[src/rtl/core/rcfs_pkg.sv]
// Shared types and constants for the RMS-current-from-sums block.
// No dependencies.
package rcfs_pkg;

    localparam int CFG_IDX_W = 1;
    localparam int CFG_DATA_W = 16;

    localparam logic [CFG_IDX_W-1:0] REG_SAMPLE_COUNT  = 1'b0;
    localparam logic [CFG_IDX_W-1:0] REG_RATED_CURRENT = 1'b1;

    localparam logic [15:0] SAMPLE_COUNT_RST  = 16'd64;
    localparam logic [15:0] RATED_CURRENT_RST = 16'd1;

    // final scale is rated_current * 10 / 6875
    localparam int          SCALE_DIV_W = 13;
    localparam logic [SCALE_DIV_W-1:0] SCALE_DIV = 13'd6875;

    // floor(x / 6875) for any x below 2^52 is (x * SCALE_RECIP) >> SCALE_SHIFT
    localparam int          SCALE_SHIFT = 65;
    localparam logic [52:0] SCALE_RECIP =
        53'(((128'd1 << SCALE_SHIFT) / 128'(SCALE_DIV)) + 128'd1);

    // one classified window as it sits in the queue
    typedef struct packed {
        logic [63:0] sum_of_squares;
        logic [31:0] mag;
    } item_t;

endpackage

[src/rtl/core/rcfs_front.sv]
// Front end: takes input beats, forms |sum| and parks items in a two-entry queue.
// Depends on rcfs_pkg.
module rcfs_front
    import rcfs_pkg::*;
(
    input  logic               clk,
    input  logic               rst_n,
    input  logic               in_valid,
    output logic               in_ready,
    input  logic [63:0]        sum_of_squares,
    input  logic signed [31:0] signed_sum,
    output logic               q_valid,
    output item_t              q_item,
    input  logic               q_pop
);

    item_t       mem_reg [2];
    logic        wr_ptr_reg;
    logic        wr_ptr_next;
    logic        rd_ptr_reg;
    logic        rd_ptr_next;
    logic [1:0]  count_reg;
    logic [1:0]  count_next;
    logic        push;
    logic [31:0] mag;

    // most negative sum wraps to 2^31, which is the exact magnitude
    assign mag = signed_sum[31] ? ($unsigned(~signed_sum) + 32'd1) : $unsigned(signed_sum);

    assign in_ready = (count_reg != 2'd2);
    assign push     = in_valid && in_ready;
    assign q_valid  = (count_reg != 2'd0);
    assign q_item   = mem_reg[rd_ptr_reg];

    always_comb
    begin
        wr_ptr_next = push ? ~wr_ptr_reg : wr_ptr_reg;
        rd_ptr_next = q_pop ? ~rd_ptr_reg : rd_ptr_reg;
        count_next  = count_reg + {1'b0, push} - {1'b0, q_pop};
    end

    always_ff @(posedge clk or negedge rst_n)
    begin
        if (!rst_n)
        begin
            wr_ptr_reg <= 1'b0;
            rd_ptr_reg <= 1'b0;
            count_reg  <= 2'd0;
        end
        else
        begin
            wr_ptr_reg <= wr_ptr_next;
            rd_ptr_reg <= rd_ptr_next;
            count_reg  <= count_next;
        end
    end

    always_ff @(posedge clk)
    begin
        if (push)
        begin
            mem_reg[wr_ptr_reg].sum_of_squares <= sum_of_squares;
            mem_reg[wr_ptr_reg].mag            <= mag;
        end
    end

    a_count_bound: assert property (@(posedge clk) disable iff (!rst_n)
        count_reg != 2'd3)
        else $error("queue count out of range");

    a_pop_nonempty: assert property (@(posedge clk) disable iff (!rst_n)
        q_pop |-> count_reg != 2'd0)
        else $error("pop from empty queue");

    a_push_room: assert property (@(posedge clk) disable iff (!rst_n)
        (count_reg == 2'd2 && !q_pop) |=> count_reg == 2'd2)
        else $error("queue overfilled");

endmodule

[config.mk]
export PLATFORM = sky130hd
export DESIGN_NAME = rcfs_front
export DESIGN_NICKNAME = d
export VERILOG_FILES = /design/src/rtl/core/rcfs_pkg.sv /design/src/rtl/core/rcfs_front.sv
export SDC_FILE = /design/constraint.sdc
export NUM_CORES = 1
export LEC_CHECK = 0
export ABC_AREA = 1
export BUFFER_PORTS_ARGS = -buffer_cell sky130_fd_sc_hd__buf_2
export CAP_MARGIN = 20
export CORE_AREA = 4 4 191 193
export CTS_CLUSTER_DIAMETER = 60
export CTS_CLUSTER_SIZE = 12
export DETAILED_ROUTE_END_ITERATION = 10
export DIE_AREA = 0 0 195 197
export GPL_TIMING_DRIVEN = 0
export PLACE_DENSITY = 0.39
export REMOVE_ABC_BUFFERS = 1
export SKIP_LAST_GASP = 1
export SYNTH_ARGS = -nofsm -noshare
export SYNTH_HDL_FRONTEND = slang
export SYNTH_SLANG_ARGS = --single-unit
[constraint.sdc]
create_clock -name clk -period 6.8 [get_ports clk]
set_input_delay 0.34 -clock clk [delete_from_list [all_inputs] [get_ports clk]]
set_output_delay 0.34 -clock clk [all_outputs]
set_load 0.02 [all_outputs]
After elaboration in Yosys (flattened, before gate mapping)

Memory sizes are Yosys's and may differ from the RTL's.
Index checks and enable logic that the tools add are counted.

Bits in registers: 4
Bits in latches: 0
Memory bits (writable): 192
ROM bits: 0
Output and inout port bits: 98
Word-level logic and storage cells: 16
Memories: 1

$add $sub $neg: 3
Multiply operators: 0
Divide/modulo/power cells: 0
$lt $le $gt $ge: 0
Equal/unequal tests: 1
Shift-type cells: 0
Multiplexer cells: 3
Bitwise operators: 3
Reductions and logical operators: 2

Memories:

| name    | words | bits a word | rd ports | clocked after memory_dff | wr ports | line             | text |
|---|---|---|---|---|---|---|---|
| mem_reg | 2     | 96          | 1        | 0                        | 1        | rcfs_front.sv:17 | `item_t mem_reg [2];` |

Operator list:

| cell                    | number |
|---|---|
| $add A32 B1 Y32 const B | 1 |
| $mux W32                | 1 |
| $not A32 Y32            | 1 |
| $add A2 B1 Y2           | 1 |
| $mux W1                 | 2 |
| $ne A2 B2 Y1 const B    | 1 |
| $not A1 Y1              | 2 |
| $reduce_bool A2 Y1      | 1 |
| $sub A2 B1 Y2           | 1 |
| $logic_and A1 B1 Y1     | 1 |

Logic depth before layout (Yosys ltp)

Word-level depth: 4
Depth in mapped cells: 9
Mapped depth without buffers: 9

Worst setup path after synthesis

No wires, ideal clock.

Path type: reg-to-reg
Start point: reg count_reg[1]
End point: mem mem_reg[1][0] (netlist bit) (enable)
Setup time: 0.553 ns
Data arrival time: 4.752 ns
Data required time: 6.247 ns
Path slack: 1.495 ns
Stages on the path, launching flop included: 4
Buffers on the path: 0
Clock period less this slack: 5.305 ns
Cell sequence: dfrtp_1 nand2_1 nand2_1 nor2_1

Word-level cells in the longest chain between the ends: 4

RTL lines:

| element                       | line             | text |
|---|---|---|
| start: declaration            | rcfs_front.sv:22 | `logic [1:0] count_reg;` |
| start signal: assignment      | rcfs_front.sv:54 | `count_reg <= count_next;` |
| $ne A2 B2 Y1                  | rcfs_front.sv:30 | `assign in_ready = (count_reg != 2'd2);` |
| net in_ready                  | rcfs_front.sv:9  | `output logic in_ready,` |
| $logic_and A1 B1 Y1           | rcfs_front.sv:31 | `assign push = in_valid && in_ready;` |
| $mux W1                       | rcfs_front.sv:60 | `if (push)` |
| $mux W1 (implied by the code) | rcfs_front.sv:63 | `mem_reg[wr_ptr_reg].mag <= mag;` |
| end: declaration              | rcfs_front.sv:17 |  |

The timed path passes the listed nets, and every way through them passes these cells.

==> results.cfg <==
[routing]
avgRoutedWirePerCell_um = 16.0
drtAntennaViolNets = 0
drt-total-wl_um = 19500
first_pass_iters = 4
num_vias = 4835
detail_route.drc_violations = 0
vias_per_cell = 3.98
detail_route.iter0.violations = 171

[placed_design]
placement.setup.worst_slack_ps = 4470
io_buffers = 197
gp_routability_congestion = 0.761
post-place-cells = 1183
place.detailed.hpwl_um = 14100

[sta]
period_minus_slack_ps = 2730
hold-worst-slack_ps = 85.7
maxClockFrequency_ghz = 0.366
worst_pin_slew_ps = 835
post-route-worst-setup-slack_ps = 4070
setup_viol_count_final = 0
final.setup_skew_ps = 10.6
final_hold_viols = 0
totalNegativeSetupSlack_ps = 0
relSlewSlack_pct = 44.3
final_min_period_over_clock_period_pct = 40.2
slew_viol_final = 0
unrepaired_setup_endpoints_after_global_routing = no

[logic_synthesis]
post_synth.cell_area_avg_um2 = 15.4
yosysWarnings = 0
synth.distinct_cells = 23
seq_area_frac_synth_pct = 71.1
syn_std_cell_area_mm2 = 0.00824
netlist_instances = 537
synth-seq-cells = 196

[worst_hold_path]
timing.hold.worst.class = input pin to register

[setup_path]
regToRegEndpoint = mem_reg[1][28]
worst-path-max-fanout = 49
ff2ff_path_depth = 5
worst_setup_path_start_kind = register
worst_r2r_startpoint = count_reg[1]
worst_setup_path_endpoint = q_item[55]
cp.arrival_ps = 2390
cp.required_ps = 6460
register_to_register_setup_slack_ps = 4580
cp-startpoint = rd_ptr_reg
timing.setup.critical_path_class = register to primary output
type_of_element_capturing_the_critical_path = primary output

[clock_tree]
setup_buffers_after_cts = 0
clock_sinks = 196
holdBufCountCts = 1
cts_root_buffer = sky130_fd_sc_hd__clkbuf_16
cts-root-to-sink-buffers = 2
cts_buffers = 17
post_cts_resized = 0
clock_tree.htree_level_count = 4
clock_tree_from_tritoncts = done
clk_transition_reported_paths_ps = 70
clock_latency_ps = 440

[floorplan]
std_cell_core_area_mm2 = 0.0345
start_util_pct = 23.9
die-height_um = 197
width_of_the_die_um = 195
rows = 68
io-pin-count = 198
die_area_mm2 = 0.0384

[final_layout]
largest_register_ff_count = 192
fillCellCount = 3602
final_cells = 1216
final_nets = 851
area.growth.synth_to_final_pct = 26.6
finalCoreUtilization_pct = 30.2
antenna_cells = 0
fraction_of_final_layout_cells_with_drive_strength_greater_than_1_pct = 45.7

[outcome]
outcome = finished, final reports clean

[power_and_ir_drop]
cellPowerDensity_mw_per_mm2 = 400
power.ir.vdd_worst_uv = 195
p_leak_uw = 0.00401

[global_route]
grt_first_pass_wirelength_um = 29500
grt_pass1_vias = 4919
global_route_usage_over_all_layers_pct = 10.1
globalRoute.totalOverflow = 0
grt_start_max_net_pins = 50
antenna_found_initial = 2

[flow_run]
cap_violations = 0
[cell families after synthesis]
logic type,after synthesis,synth area share [%]
DFF,196,71.1
and+or+nand+nor,178,9.33
muxes,96,14.5
buffers and inverters,39,2.29
xor gates and xnor gates,17,1.81
AOI/OAI and AO/OA,8,0.486
adders and majority gates,3,0.455
[per-layer routing]
metal	GRT usage, %	routed length, µm
met1	13.2	9100
met3	3.64	1250
met5	0	21
met4	3.34	280
met2	15.8	8860
[report_power, final]
group | leakage (µW) | internal [µW] | switching, µW
registers | 0.00183 | 1650 | 124
clock network | 0.000252 | 495 | 424
logic | 0.00193 | 620 | 863
total | 0.00401 | 2770 | 1410
[cells in the mapped netlist]
library cell	instances	area, µm²
sky130_fd_sc_hd__buf_6	4	45.0
sky130_fd_sc_hd__nor3_1	1	5.00
sky130_fd_sc_hd__or2_2	1	6.26
sky130_fd_sc_hd__edfxtp_1	192	5770
sky130_fd_sc_hd__xnor2_1	12	105
sky130_fd_sc_hd__nand3_1	16	80.1
sky130_fd_sc_hd__nor2_1	46	173
sky130_fd_sc_hd__dfrtp_1	4	100
sky130_fd_sc_hd__nand2_2	9	56.3
sky130_fd_sc_hd__ha_1	3	37.5
sky130_fd_sc_hd__xor2_1	5	43.8
sky130_fd_sc_hd__inv_1	25	93.8
sky130_fd_sc_hd__nand4_1	1	6.26
sky130_fd_sc_hd__nor2_2	6	37.5
sky130_fd_sc_hd__nand3b_1	2	15.0
sky130_fd_sc_hd__nor2_4	3	33.8
sky130_fd_sc_hd__buf_2	10	50.1
sky130_fd_sc_hd__mux2_2	66	743
sky130_fd_sc_hd__mux2_4	30	450
sky130_fd_sc_hd__nand2_4	1	11.3
sky130_fd_sc_hd__a21oi_1	2	10.0
sky130_fd_sc_hd__o21ai_0	6	30.0
sky130_fd_sc_hd__nand2_1	92	345
[worst max-delay path, cell delays in order (launching register included)]
cell and delay (ps):
sky130_fd_sc_hd__dfrtp_4 960, sky130_fd_sc_hd__buf_16 360, sky130_fd_sc_hd__mux2_2 380, sky130_fd_sc_hd__buf_2 180
[worst min path at each step]
stage	start	endpoint	slack, ps	depth (start not counted)
after CTS	sum_of_squares[52]	mem_reg[0][84]	40	1
after detailed placement	rst_n	wr_ptr_reg	160	1
final	sum_of_squares[54]	mem_reg[0][86]	90	1
after global placement	rst_n	wr_ptr_reg	160	1
after floorplan	rst_n	count_reg[0]	40	0
after global routing	sum_of_squares[52]	mem_reg[1][84]	50	1
[per-stage QoR]
step                power (µW)  cell area, µm²
floorplan                 2800            8150
global placement          3450            9700
detailed placement        3340            9910
CTS                       4280           10400
global route              4420           10400
finish                    4180           10400
[placed cells by master (no fill, tap or decap), types with 9 or more instances in the layout]
cell | netlist | final
sky130_fd_sc_hd__nor2_1 | 46 | 44
sky130_fd_sc_hd__buf_2 | 10 | 197
sky130_fd_sc_hd__nand2_1 | 92 | 92
sky130_fd_sc_hd__edfxtp_1 | 192 | 192
sky130_fd_sc_hd__nand3_1 | 16 | 16
sky130_fd_sc_hd__nand2_2 | 9 | 9
sky130_fd_sc_hd__mux2_2 | 66 | 66
sky130_fd_sc_hd__xnor2_1 | 12 | 12
sky130_fd_sc_hd__clkbuf_16 | 0 | 17
sky130_fd_sc_hd__mux2_4 | 30 | 30
sky130_fd_sc_hd__inv_1 | 25 | 25
[layout make-up]
type                       count  area [µm²]  area share (%)
sequential                   196        5870            56.2
multi-input combinational    302        2200            21.1
timing repair buffer         206        1180            11.3
tap                          455         569            5.45
clock buffer                  19         433            4.15
inverter                      25        93.8           0.899
clock inverter                13        91.3           0.875
(Power assumes the default switching activity.)
